## config.mk

```make
export PLATFORM = sky130hd
export DESIGN_NAME = pns_coef_store
export DESIGN_NICKNAME = d
export VERILOG_FILES = /design/src/sv/pns_pkg.sv /design/src/sv/pns_coef_store.sv
export SDC_FILE = /design/constraint.sdc
export NUM_CORES = 2
export LEC_CHECK = 0
export BUFFER_PORTS_ARGS = -buffer_cell sky130_fd_sc_hd__clkbuf_2
export CORE_UTILIZATION = 30
export DETAILED_ROUTE_END_ITERATION = 12
export GPL_TIMING_DRIVEN = 0
export PLACE_DENSITY = 0.55
export SLEW_MARGIN = 25
export SYNTH_ARGS = -nofsm -noshare
export SYNTH_HDL_FRONTEND = slang
export SYNTH_SLANG_ARGS = --single-unit
export TNS_END_PERCENT = 10
```

## constraint.sdc

```tcl
create_clock -name clk_i -period 4.4 [get_ports clk_i]
set_clock_uncertainty 0.15 [all_clocks]
set_input_delay 1.32 -clock clk_i [delete_from_list [all_inputs] [get_ports clk_i]]
set_output_delay 1.32 -clock clk_i [all_outputs]
set_load 0.05 [all_outputs]
```

## src/sv/pns_pkg.sv

```systemverilog
// Shared types, constants and helpers for the polynomial normal shading block.
`default_nettype none

package pns_pkg;

  localparam int DEG_MAX    = 7;
  localparam int DEG_W      = 3;
  localparam int TERMS_MAX  = (DEG_MAX + 1) * (DEG_MAX + 1);
  localparam int IDX_W      = $clog2(TERMS_MAX);
  localparam int PW_IDX_W   = $clog2(DEG_MAX + 1);
  localparam int COEF_W     = 32;
  localparam int NORM_W     = 16;
  localparam int PW_W       = NORM_W + 1;
  localparam int PROD_W     = 2 * PW_W;
  localparam int CM_W       = COEF_W + PW_W;
  localparam int ACC_W      = CM_W + IDX_W + 1;
  localparam int RND_W      = ACC_W - 15;
  localparam int APB_ADDR_W = 3;
  localparam int APB_DATA_W = 32;

  localparam logic signed [COEF_W-1:0] ONE_Q16 = 32'sd65536;
  localparam logic signed [PW_W-1:0]   ONE_Q15 = 17'sd32768;
  localparam logic signed [COEF_W-1:0] SAT_MAX = 32'sh7fffffff;
  localparam logic signed [COEF_W-1:0] SAT_MIN = 32'sh80000000;

  localparam logic [DEG_W-1:0] DEGREE_RST = 3'd2;
  localparam logic             REG_DEGREE = 1'b0;

  typedef enum logic [2:0] {
    ST_IDLE,
    ST_POW,
    ST_PWB,
    ST_TERM,
    ST_DRAIN,
    ST_ROUND,
    ST_SAT
  } state_e;

  typedef enum logic [1:0] {
    CMP_X,
    CMP_Y,
    CMP_Z
  } comp_e;

  typedef struct packed {
    logic              en;
    logic [IDX_W-1:0]  addr;
    logic [COEF_W-1:0] data;
  } coef_wr_t;

  typedef struct packed {
    logic             en;
    logic [IDX_W-1:0] addr;
  } coef_rd_t;

  // round half up back to Q1.15
  function automatic logic signed [PW_W-1:0] rnd_q15(input logic signed [PROD_W-1:0] v);
    logic signed [PROD_W-1:0] s;
    s = v + 34'sd16384;
    return s[PW_W+14:15];
  endfunction

  // (g+1)^2
  function automatic logic [IDX_W:0] term_count(input logic [DEG_W-1:0] g);
    logic [IDX_W:0] gp;
    gp = (IDX_W + 1)'(g) + 1'b1;
    return (IDX_W + 1)'(gp * gp);
  endfunction

endpackage

`default_nettype wire

```

## src/sv/pns_coef_store.sv

```systemverilog
// Coefficient memory with per-entry valid bits; unwritten entries read as 1.0.
`default_nettype none

module pns_coef_store (
  input  wire logic                                clk_i,
  input  wire logic                                rst_ni,
  input  wire pns_pkg::coef_wr_t                   wr_i,
  input  wire pns_pkg::coef_rd_t                   rd_i,
  output logic signed [pns_pkg::COEF_W-1:0]        rd_data_o
);

  logic [pns_pkg::COEF_W-1:0] mem [pns_pkg::TERMS_MAX];
  logic [pns_pkg::TERMS_MAX-1:0] vld_q;
  logic [pns_pkg::COEF_W-1:0] rd_q;
  logic vld_rd_q;

  always_ff @(posedge clk_i) begin
    if (wr_i.en) begin
      mem[wr_i.addr] <= wr_i.data;
    end
    if (rd_i.en) begin
      rd_q <= mem[rd_i.addr];
    end
  end

  always_ff @(posedge clk_i or negedge rst_ni) begin
    if (!rst_ni) begin
      vld_q    <= '0;
      vld_rd_q <= 1'b0;
    end else begin
      if (wr_i.en) begin
        vld_q[wr_i.addr] <= 1'b1;
      end
      if (rd_i.en) begin
        vld_rd_q <= vld_q[rd_i.addr];
      end
    end
  end

  assign rd_data_o = vld_rd_q ? $signed(rd_q) : pns_pkg::ONE_Q16;

endmodule

`default_nettype wire

```

## After elaboration in Yosys (flattened, before gate mapping)

Memory sizes are Yosys's and may differ from the RTL's. A register that Yosys moved wholly into a read port is not among the register bits.
Index checks and enable logic that the tools add are counted.

| word-level totals | value |
|---|---|
| bits in writable memories | 2048 |
| output and inout port bits | 32 |
| memories kept | 1 |
| input port bits | 48 |
| word-level logic and storage cells | 15 |
| register bits | 65 |

| cells by class | value |
|---|---|
| bitwise operators | 1 |
| $lt $le $gt $ge | 3 |
| multiplexer cells | 7 |
| reductions and logical operators | 1 |

Memory list:

| memory | depth | width | rd ports | clocked after Yosys merged registers in | wr ports | RTL line | text |
|---|---|---|---|---|---|---|---|
| mem | 64 | 32 | 1 | 1 | 1 | pns_coef_store.sv:12 | `logic [pns_pkg::COEF_W-1:0] mem [pns_pkg::TERMS_MAX];` |

Operators with widths:

| cell | count |
|---|---|
| 64-bit OR | 1 |
| 32-bit 2-to-1 mux | 1 |
| 6-bit by 7-bit < comparator with 1-bit output (second input constant) | 2 |
| 1-bit binary-select mux with 6-bit select | 1 |
| 1-bit demux with 6-bit select | 1 |
| 6-bit by 1-bit >= comparator with 1-bit output (second input constant) | 1 |
| 1-bit 2-to-1 mux | 4 |
| 1-bit logical AND | 1 |

## Longest topological paths before layout

| logic depth | value |
|---|---|
| depth in word-level cells | 5 |
| gate-level depth with buffers | 9 |
| depth with buffers taken out | 5 |

## Least setup slack after synthesis

No wires, ideal clock.

| path | value |
|---|---|
| path kind | input to register |
| from | in wr_i[35] in the netlist's numbering |
| to | mem mem[48][0] in the netlist's numbering (enable) |
| data arrival time | 4.208 ns |
| stages on the path | 4 |
| slack | -0.420 ns |
| required time | 3.788 ns |
| cells stage by stage | clkbuf_1 nand4b_1 or2_2 nor3_1 |

RTL lines:

| element | RTL line | text |
|---|---|---|
| start: declaration | pns_coef_store.sv:7 | `input wire pns_pkg::coef_wr_t wr_i,` |
| end: declaration | pns_coef_store.sv:12 |  |

Straight into the memory's write port.

==> flow_summary.json <==
{
  "die_h_um": 524,
  "post-cts-setup-buffers": 0,
  "seq_area_frac_synth": 0.785,
  "violations": "negative setup slack",
  "path_clk_slew_ns": 0.06,
  "hold_viol_final": 0,
  "n_fill_cell": 24400,
  "cts_tree": "yes",
  "syn2layout_area_growth_pct": 19.1,
  "synth_warnings": 0,
  "rows": 191,
  "drt_iter0_markers": 5106,
  "seq_area_sq_um": 64100,
  "grt.overflow.total": 0,
  "synthXorXnorAreaFrac": 0,
  "async_reset_ff_frac": 0.0303,
  "crit_arrival_ns": 4.86,
  "fin_crit_sh": 1.02,
  "io_pins": 80,
  "drc": 0,
  "final_common_cell": "edfxtp_1",
  "seqPwrFrac": 0.530,
  "synth_adder_area_share": 0,
  "syn_area_sq_um": 81600,
  "start_util": 0.301,
  "fin_crit_ns": 4.47,
  "grt_pass1_vias": 39200,
  "p_int_mw": 33.3,
  "portBuffers": 71,
  "hold_class": "input port to asynchronous set/reset pin",
  "worst_pin_slew_ns": 1.13,
  "syn_area_per_cell_sq_um": 24.5,
  "power.switching_mw": 9.62,
  "drv_slew": 0,
  "grt_use_met3": 0.0255,
  "wirelength_um": 234000,
  "p_leak_nw": 30.2,
  "antenna_found_initial": 28,
  "post-place-ws_ns": -1.24,
  "vias": 38900,
  "ys.flop_type": "edfxtp_1",
  "grtUsageMet1": 0.232,
  "swShare": 0.224,
  "cts.sinks": 2145,
  "dr.pass1.iters": 6,
  "grt.total_usage": 0.171,
  "clock_power_share": 0.409,
  "max_cap_viol_count": 0,
  "fp.dieW_um": 524,
  "multi_input_area_sq_um": 17200,
  "grt_pass1_wl_um": 323000,
  "antenna_left": 0,
  "status": "finished with violations",
  "combPwrFrac": 0.060,
  "place_congestion": 0.830,
  "start_kind": "input port",
  "muxShareOfSynthArea": 0.181,
  "grt_max_degree": 65,
  "synth_edf_count": 2080,
  "synth_top_family_by_area": "multiplexers",
  "met2_usage": 0.284,
  "path_max_fanout": 10,
  "rsz0062_at_grt": "false",
  "layout_common_cells": "edfxtp_1, mux4_2, clkbuf_16, clkbuf_1, buf_16",
  "clk_latency_ns": 0.86,
  "setup_violations": 1,
  "fin_ws_ns": -0.0694,
  "critical_path_class": "input port to flop",
  "yosys.area_share.simple": 0.0156,
  "ys_types": 32,
  "cp-end-kind": "flop",
  "die_area_sq_um": 274000,
  "wire_per_inst_um": 31.1,
  "ys_ff_latch": 2145,
  "utilization": 0.359,
  "top_usage_layer": "met2",
  "slew_headroom": 0.250,
  "ir_drop_v": 0.000439,
  "drive_above_1_share": 0.349,
  "coreArea_sq_um": 271000,
  "cts.htree.levels": 4,
  "cts-root-buf": "clkbuf_16",
  "finalNetCount": 3817,
  "place_hpwl_um": 159000,
  "cts.path.max_buffers": 3,
  "syn-num-nets": 3383,
  "max_freq_ghz": 0.224,
  "postCtsHoldBufs": 0,
  "power_density_nw_per_um2": 442,
  "worstPathRequired_ns": 4.79,
  "numCtsBuffers": 216,
  "synthesis.instances": 3335,
  "vias_per_cell": 5.16,
  "synth_compound_area_frac": 0.00745
}
[state kept, by name, summed over array words and instances, names as in the netlist]
| name | count |
|---|---|
| vld_rd_q | 1 |
| vld_q | 64 |
| rd_q | 32 |
| mem | 2048 |
[cells in the mapped netlist (2+ instances only)]
cell type	instances	area share
buf_1	10	0.00046
nand3b_1	2	0.00018
dfrtp_1	65	0.020
nand3_1	10	0.00061
nor3_1	2	0.00012
clkbuf_1	79	0.0036
a211oi_1	11	0.0010
mux2i_1	33	0.0040
mux2_2	3	0.00041
a31oi_1	5	0.00038
buf_6	4	0.00055
and2_1	33	0.0025
a22oi_1	52	0.0048
or2_2	65	0.0050
nand2_1	41	0.0019
o22ai_1	4	0.00031
buf_4	17	0.0016
a21oi_1	5	0.00031
nor2_1	77	0.0035
nor2b_1	12	0.00092
edfxtp_1	2080	0.77
buf_2	65	0.0040
mux4_2	641	0.18
nand2b_1	6	0.00046
inv_1	3	0.00014
a311oi_1	2	0.00021
a211o_1	3	0.00032
[through the flow]
stage,instances,area [sq um],hold WS (ns),setup TNS [ns],total power [mW]
global route,7530,97200,0.211,0,44.1
floorplan,3335,81600,0.284,-8.15,24.6
detailed placement,7121,90400,0.298,-24.63,25.8
global placement,6976,86400,0.295,-4089.17,25.7
CTS,7527,97200,0.174,0,43.3
finish,7537,97200,0.242,-0.0694,43.0
[worst paths after layout]
kind / from / to / slack, ns / depth (start not counted)
min in group clk_i: vld_q[62] / vld_q[62] / 0.31 / 1
worst max register to register: mem[45][14] / rd_q[14] / 1.39 / 4
worst min-delay path: rst_ni / vld_q[24] / 0.24 / 1
worst max-delay path: rd_i[1] / rd_q[14] / -0.07 / 6
max in group asynchronous: rst_ni / vld_q[19] / 3.25 / 2
worst min register to register: vld_q[62] / vld_q[62] / 0.31 / 1
[cell type report]
cell class                      count  share of cell area
Clock inverter                    126              0.0106
Clock buffer                      280              0.0586
Sequential cell                  2145               0.659
Inverter                            3            0.000116
Timing Repair Buffer              216              0.0397
Buffer                            175             0.00883
Antenna cell                       10            0.000257
Multi-Input combinational cell   1012               0.177
Tap cell                         3570              0.0460
[per-layer routing]
| metal | part of all wire | vias up | wire length (um) |
|---|---|---|---|
| li1 | - | 15300 | - |
| met5 | 0.00010 | - | 24 |
| met2 | 0.49 | 1619 | 116000 |
| met3 | 0.063 | 330 | 14800 |
| met1 | 0.41 | 21600 | 96700 |
| met4 | 0.029 | 4 | 6910 |
[kinds of logic after synthesis]
family                 Yosys count
buffers and inverters          178
multiplexers                   677
flip-flops                    2145
AND/OR/NAND/NOR                252
AO/OA/AOI/OAI                   83
[critical path: stages]
cell             delay, ns
buf_4                 0.30
buf_2                 0.60
clkdlybuf4s15_1       0.80
mux4_2                0.70
a22oi_1               0.81
nand2_1               0.27
[what timing repair did]
| action | 4_1_cts | 5_1_grt |
|---|---|---|
| hold endpoints to repair | 0 | 0 |
| resized for setup | 6 | 0 |
| endpoints found under the setup margin | 34 | 0 |
[power by group through the flow]
stage,logic [mW],registers (mW),clock network (mW)
detailed placement,2.62,23.2,0
floorplan,1.38,23.2,0
CTS,2.63,22.8,17.8
global placement,2.50,23.2,0
finish,2.59,22.8,17.6
global route,2.70,22.8,18.6
Note: power is estimated with default switching activity, not from simulation.
